**src/rtl/core/tcq_pkg.sv**
```systemverilog
`default_nettype none

package tcq_pkg;

  // Arrival stamp width; stamps compare modulo 2**STAMP_W.
  localparam int STAMP_W = 16;

  localparam int QUEUE_DEPTH_DEF = 64;
  localparam int ID_WIDTH_DEF    = 16;

  typedef enum logic [1:0] {
    REQ_ENQ = 2'd0,
    REQ_ANY = 2'd1,
    REQ_DOG = 2'd2,
    REQ_CAT = 2'd3
  } req_t;

  typedef enum logic [1:0] {
    ST_ENQUEUED  = 2'd0,
    ST_FULL      = 2'd1,
    ST_DELIVERED = 2'd2,
    ST_NONE      = 2'd3
  } status_t;

  typedef enum logic {
    KIND_CAT = 1'b0,
    KIND_DOG = 1'b1
  } kind_t;

  // Per-chain command; push and pop never both set.
  typedef struct packed {
    logic push;
    logic pop;
  } chain_ctl_t;

  typedef struct packed {
    logic empty;
    logic full;
  } chain_sts_t;

endpackage

`default_nettype wire

```
**src/rtl/core/tcq_cell.sv**
```systemverilog
`default_nettype none

// One queue slot. Pop shifts the right neighbor in; push lands in the
// first empty slot (own valid low, left neighbor valid).
module tcq_cell
  import tcq_pkg::*;
#(
  parameter int ID_WIDTH = ID_WIDTH_DEF
) (
  input  wire logic                clk,
  input  wire logic                rst,
  input  wire chain_ctl_t          ctl,
  input  wire logic                left_valid,
  input  wire logic                right_valid,
  input  wire logic [ID_WIDTH-1:0] right_id,
  input  wire logic [STAMP_W-1:0]  right_stamp,
  input  wire logic [ID_WIDTH-1:0] new_id,
  input  wire logic [STAMP_W-1:0]  new_stamp,
  output logic                     valid,
  output logic [ID_WIDTH-1:0]      id,
  output logic [STAMP_W-1:0]       stamp
);

  logic load_new;

  assign load_new = ctl.push && !valid && left_valid;

  always_ff @(posedge clk) begin
    if (rst) begin
      valid <= 1'b0;
    end else if (ctl.pop) begin
      valid <= right_valid;
    end else if (load_new) begin
      valid <= 1'b1;
    end
  end

  always_ff @(posedge clk) begin
    if (ctl.pop) begin
      id    <= right_id;
      stamp <= right_stamp;
    end else if (load_new) begin
      id    <= new_id;
      stamp <= new_stamp;
    end
  end

endmodule

`default_nettype wire

```
**src/rtl/core/tcq_chain.sv**
```systemverilog
`default_nettype none

// Shift-register FIFO built from a row of slots; slot 0 is the head.
module tcq_chain
  import tcq_pkg::*;
#(
  parameter int QUEUE_DEPTH = QUEUE_DEPTH_DEF,
  parameter int ID_WIDTH    = ID_WIDTH_DEF
) (
  input  wire logic                clk,
  input  wire logic                rst,
  input  wire chain_ctl_t          ctl,
  input  wire logic [ID_WIDTH-1:0] new_id,
  input  wire logic [STAMP_W-1:0]  new_stamp,
  output chain_sts_t               sts,
  output logic [ID_WIDTH-1:0]      head_id,
  output logic [STAMP_W-1:0]       head_stamp
);

  logic                valid_q [QUEUE_DEPTH];
  logic [ID_WIDTH-1:0] id_q    [QUEUE_DEPTH];
  logic [STAMP_W-1:0]  stamp_q [QUEUE_DEPTH];

  for (genvar i = 0; i < QUEUE_DEPTH; i++) begin : g_slot
    logic                lv;
    logic                rv;
    logic [ID_WIDTH-1:0] rid;
    logic [STAMP_W-1:0]  rstamp;

    if (i == 0) begin : g_first
      assign lv = 1'b1;
    end else begin : g_mid
      assign lv = valid_q[i-1];
    end

    if (i == QUEUE_DEPTH - 1) begin : g_last
      assign rv     = 1'b0;
      assign rid    = '0;
      assign rstamp = '0;
    end else begin : g_inner
      assign rv     = valid_q[i+1];
      assign rid    = id_q[i+1];
      assign rstamp = stamp_q[i+1];
    end

    tcq_cell #(
      .ID_WIDTH(ID_WIDTH)
    ) u_slot (
      .clk        (clk),
      .rst        (rst),
      .ctl        (ctl),
      .left_valid (lv),
      .right_valid(rv),
      .right_id   (rid),
      .right_stamp(rstamp),
      .new_id     (new_id),
      .new_stamp  (new_stamp),
      .valid      (valid_q[i]),
      .id         (id_q[i]),
      .stamp      (stamp_q[i])
    );
  end

  assign sts.empty  = !valid_q[0];
  assign sts.full   = valid_q[QUEUE_DEPTH-1];
  assign head_id    = id_q[0];
  assign head_stamp = stamp_q[0];

endmodule

`default_nettype wire

```
**config.mk**
```make
export PLATFORM = sky130hd
export DESIGN_NAME = tcq_chain
export DESIGN_NICKNAME = d
export VERILOG_FILES = /design/src/rtl/core/tcq_pkg.sv /design/src/rtl/core/tcq_cell.sv /design/src/rtl/core/tcq_chain.sv
export SDC_FILE = /design/constraint.sdc
export NUM_CORES = 2
export LEC_CHECK = 0
export CELL_PAD_IN_SITES_DETAIL_PLACEMENT = 1
export CELL_PAD_IN_SITES_GLOBAL_PLACEMENT = 1
export CORE_ASPECT_RATIO = 0.9
export CORE_UTILIZATION = 52
export DETAILED_ROUTE_END_ITERATION = 16
export DONT_BUFFER_PORTS = 1
export GPL_TIMING_DRIVEN = 0
export HOLD_SLACK_MARGIN = 0.06
export PLACE_DENSITY = 0.88
export SLEW_MARGIN = 15
export SYNTH_ARGS = -nofsm -noshare
export SYNTH_HDL_FRONTEND = slang
export SYNTH_SLANG_ARGS = --single-unit
```
**constraint.sdc**
```tcl
create_clock -name clk -period 3.1 [get_ports clk]
set_input_delay 0.31 -clock clk [delete_from_list [all_inputs] [get_ports clk]]
set_output_delay 0.31 -clock clk [all_outputs]
set_load 0.05 [all_outputs]
```
* Yosys cells after proc, flatten, opt, wreduce, memory -nomap -nowiden
Index checks and enable logic that the tools add are counted.
** Cells by class
- Shifts and indexed selects :: 0
- Equal/unequal tests :: 0
- Reduce and logical (&&, ||, !) cells :: 255
- Add/subtract/negate cells :: 0
- Multipliers :: 0
- Magnitude comparators :: 0
- Multiplexer cells :: 378
- Bitwise operators :: 0
- Div/mod/pow operators :: 0
** Operators by type and width (number)
- 16-bit 2-to-1 mux :: 252
- 1-bit logical AND :: 127
- 1-bit 2-to-1 mux :: 126
- 2-bit nonzero test :: 63
- 1-bit logical NOT :: 64
- 2-bit OR reduction :: 1
** Storage, ports and cells
- Memories :: 0
- Bits of input ports :: 36
- Bits in latches :: 0
- Bits in read-only memories :: 0
- Flip-flop bits (word level) :: 2112
- Bits in writable memories :: 0
- Word-level logic and storage cells :: 825
- Output and inout port bits :: 34

* Logic depth before layout (Yosys ltp)
- Word-level depth :: 5
- Gate-level depth with buffers :: 7
- Mapped depth without buffers :: 2

* By module
Synthesis repeated with hierarchy kept, for this count alone.
** Unflattened totals
- Cells, all modules :: 4740
- Area, all modules :: 98112.8 um2
** By module, submodules not included
- tcq_cell :: cells each 74, sequential area each 980.9 um2, area an instance 1532.7 um2, times used 64
- tcq_chain :: cells each 4, sequential area each 0.0 um2, area an instance 18.8 um2, times used 1

* Least setup slack after synthesis
No wires, ideal clock.
- Kind :: input -> register
- Start :: input port ctl[1] (netlist bit)
- End :: register g_slot[3].u_slot.id[0] (enable)
- Data required time :: 2.672 ns
- Buffers on the path :: 2
- Stages :: 4
- Library setup time :: 0.428 ns
- Arrival time :: 2.367 ns
- Path slack :: 0.305 ns
- Cell sequence :: buf_4 clkbuf_1 nand2_1 o21bai_1
** Between the ends
- Cells in the longest elaborated chain, start to end :: 3
** Ends and longest elaborated chain
- start, declared :: RTL line tcq_chain.sv:12 : input wire chain_ctl_t ctl,
- 1-bit logical AND (2 in series) :: RTL line tcq_cell.sv:26 : assign load_new = ctl.push && !valid && left_valid;
- 2-bit nonzero test (no line)
- end signal, assigned :: RTL line tcq_cell.sv:40 : id <= right_id;
- end signal, assigned :: RTL line tcq_cell.sv:43 : id <= new_id;
- end, declared :: RTL line tcq_cell.sv:20 : output logic [ID_WIDTH-1:0] id,
No other way between the ends.
A chain may end at the register's enable or synchronous reset.

* Final worst setup path
Same ends and word-level chain as after synthesis.

==> impl_metrics.toml <==
[hold_path]
min_path_type = "primary input to register"
whs_path_depth = 3

[global_route]
antenna_found_initial = 24
first_global_vias = 64300
grt_max_degree = 31
grt_first_pass_wirelength_um = 445900
grt_usage_pct = 38.05
overflow = 0

[finish]
final_layout_size_suffix_gt1_share_pct = 12.11
design_area_um2 = 95100
area_growth_pct = 13.51
multiInputGateArea_um2 = 18450
fin_cells = 9638
fillCellCount = 15820
nets = 7362
regArea_um2 = 62460

[synthesis]
synth_warnings = 0
synthesis.nets = 7089
syn_area_um2 = 83780
synth-simple-area-share_pct = 19.13
synth_compound_area_share_pct = 1.667
ys_types = 21
synth_xor_area_share_pct = 0
synth_top_family_by_area = "simple AND/OR/NAND/NOR gates"
yosysSeqAreaShare_pct = 74.56
synth_seq_cells = 2112
syn_area_per_cell_um2 = 11.88
synth_fa_ha_area_share_pct = 0
postSynthCellCount = 7053
muxShareOfSynthArea_pct = 0.3823

[place]
dpl_cell_area_um2 = 88410
place.gp.congestion = 0.8053
portBuffers = 0
dp_hpwl_um = 167000
dp.cells = 9231

[drt]
via_per_inst = 6.249
drt_iter0_drc = 8063
drc = 0
dr_total_vias = 60230
routed_wl_um = 311200
wl_per_cell_um = 32.29
drt_first_pass_iters = 6
ant_nets = 0

[timing]
period_share_pct = 78.71
skew_ns = 0.04978
rsz0062_at_grt = "no"
slew_headroom_pct = 27.20
setup_violations = 0
fmax_ghz = 0.4099
tightestPinTransition_ns = 1.092
finalHoldViolCount = 0
finalCriticalPeriod_ns = 2.440
drv_slew = 0
fin_setup_tns_ns = 0

[die]
ios = 70
die_h_um = 382.8
start_util_pct = 52.47
dieArea_um2 = 162700
core_area_um2 = 159700
row_count = 139
die_w_um = 425.1

[run]
drv_cap = 0

[setup_path]
arrival_ns = 3.00
cp_data_required_time_ns = 3.66
worstPathMaxFanout = 24
end_kind = "register"
r2r_cells = 3
crit_type = "primary input to register"
cp-start-kind = "primary input"

[cts]
path_clk_slew_ns = 0.07
clock_latency_ns = 0.89
postCtsSetupBuffers = 0
clockBufferDepth = 3
cts_tree = "done"
cts-root-buf = "clkbuf_16"
numCtsBuffers = 197
cts_max_level = 4
clock-sinks = 2112

[power_and_ir_drop]
pwr-share-clk_pct = 38.4
internal-power_mw = 49.76
switchingPower_mw = 18.33
ir_drop_v = 0.0005609
p_per_area_nw_per_um2 = 716.0
swShare_pct = 26.93
p_leak_nw = 41.46
seqPwrFrac_pct = 52.6
combPwrFrac_pct = 8.9
power.total_mw = 68.09

[run_status]
status = "finished clean"
## routing by layer
layer	global-route usage [%]	part of all wire, %	routed length [um]	vias to the layer above
met2	64.29	49	153600	4750
met5	0	0.044	136	-
met4	30.16	9.4	29130	20
met3	9.057	9.5	29570	1557
met1	40.96	32	98830	30080
li1	-	-	-	23820
## power groups by stage
stage	Clock, mW	Combinational [mW]	Sequential, mW
detailed placement	0	5.30	36.1
global placement	0	4.30	35.9
global route	26.6	6.31	35.9
floorplan	0	3.10	35.6
CTS	25.5	5.78	35.7
finish	26.2	6.09	35.8
## what timing repair did
action                    4_1_cts  5_1_grt
hold buffers                   11        0
gates resized for setup         0        0
hold endpoints to repair       25        0
## cells by family (layout without fill, tap and decap cells)
logic type,count (synthesis),after routing
DFF,2112,2112
buffers and inverters,558,1001
muxes,32,32
and+or+nand+nor,4225,4225
AOI/OAI and AO/OA,126,126
other,0,27
## through the flow
| stage | utilization (%) | hold WS, ns | worst slack [ns] |
|---|---|---|---|
| after floorplan | - | 0.4522 | 0.3054 |
| after global placement | 54.13 | 0.4609 | -1.522 |
| after detailed placement | 55.38 | 0.4749 | 0.5656 |
| after CTS | 59.52 | 0.06157 | 0.8531 |
| after global routing | 59.55 | 0.08182 | 0.7092 |
| final | 59.56 | 0.09656 | 0.6601 |
## sequential cells by signal (all words and copies together) (netlist names)
name	flops
g_slot.u_slot.id	1024
g_slot.u_slot.stamp	1024
g_slot.u_slot.valid	64
## cells in the final DEF (no fill, tap or decap)
master	Yosys	final
a21o_2	0	1
clkbuf_16	0	200
buf_4	4	4
diode_2	0	27
a221oi_1	2	2
nand3b_1	1	1
clkbuf_2	3	3
nor2b_1	1	1
nand2_1	4094	4094
inv_6	0	2
a221oi_2	60	60
bufinv_16	0	19
a21oi_1	1	1
clkinv_1	0	38
clkinv_4	0	3
nor3_1	3	3
buf_16	0	4
clkinv_2	0	35
edfxtp_1	2016	2016
clkinv_16	0	1
clkbuf_1	31	76
clkinvlp_4	0	4
mux2i_1	32	32
clkinv_8	0	7
o21bai_4	0	62
buf_6	147	147
buf_12	0	59
clkbuf_8	0	12
nand2b_1	64	64
buf_2	282	282
inv_16	0	3
inv_1	63	63
nor2_1	62	62
dfxtp_1	96	96
buf_1	28	28
dlygate4sd3_1	0	11
## Yosys cell counts
cell | instances | area share (%)
a21oi_1 | 1 | 0.0060
nand2_1 | 4094 | 18
dfxtp_1 | 96 | 2.3
nor3_1 | 3 | 0.018
buf_6 | 147 | 2.0
inv_1 | 63 | 0.28
buf_4 | 4 | 0.036
a21o_1 | 1 | 0.0090
nor2_1 | 62 | 0.28
nor2b_1 | 1 | 0.0075
mux2i_1 | 32 | 0.38
edfxtp_1 | 2016 | 72
buf_1 | 28 | 0.13
a221oi_2 | 60 | 1.1
o21bai_1 | 62 | 0.56
nand2b_1 | 64 | 0.48
a221oi_1 | 2 | 0.021
clkbuf_1 | 31 | 0.14
nand3b_1 | 1 | 0.0090
clkbuf_2 | 3 | 0.018
buf_2 | 282 | 1.7
## cell type report
cell class	instances	share of cell area, %
diodes	27	0.07105
repair buffers	74	1.474
clock inverters	112	1.226
well taps	2115	2.783
plain buffers	495	3.505
clock buffers	257	5.614
flip-flops and latches	2112	65.68
multi-input cells	4383	19.40
inverters	63	0.2487
## worst paths after layout
check                                             start                         end  slack, ns
worst min-delay path                       new_stamp[7]  g_slot[62].u_slot.stamp[7]        0.1
worst max register to register   g_slot[2].u_slot.valid      g_slot[3].u_slot.id[0]       1.04
worst max-delay path                             ctl[1]      g_slot[3].u_slot.id[0]       0.66
worst min register to register  g_slot[39].u_slot.id[0]     g_slot[38].u_slot.id[0]       0.48
## worst max-delay path: stages
cell           delay, ns
dlygate4sd3_1       0.60
buf_4               0.22
clkbuf_1            0.52
nand2_1             0.30
o21bai_4            0.72
buf_12              0.28
No activity file was read; power rests on OpenSTA's default activity.
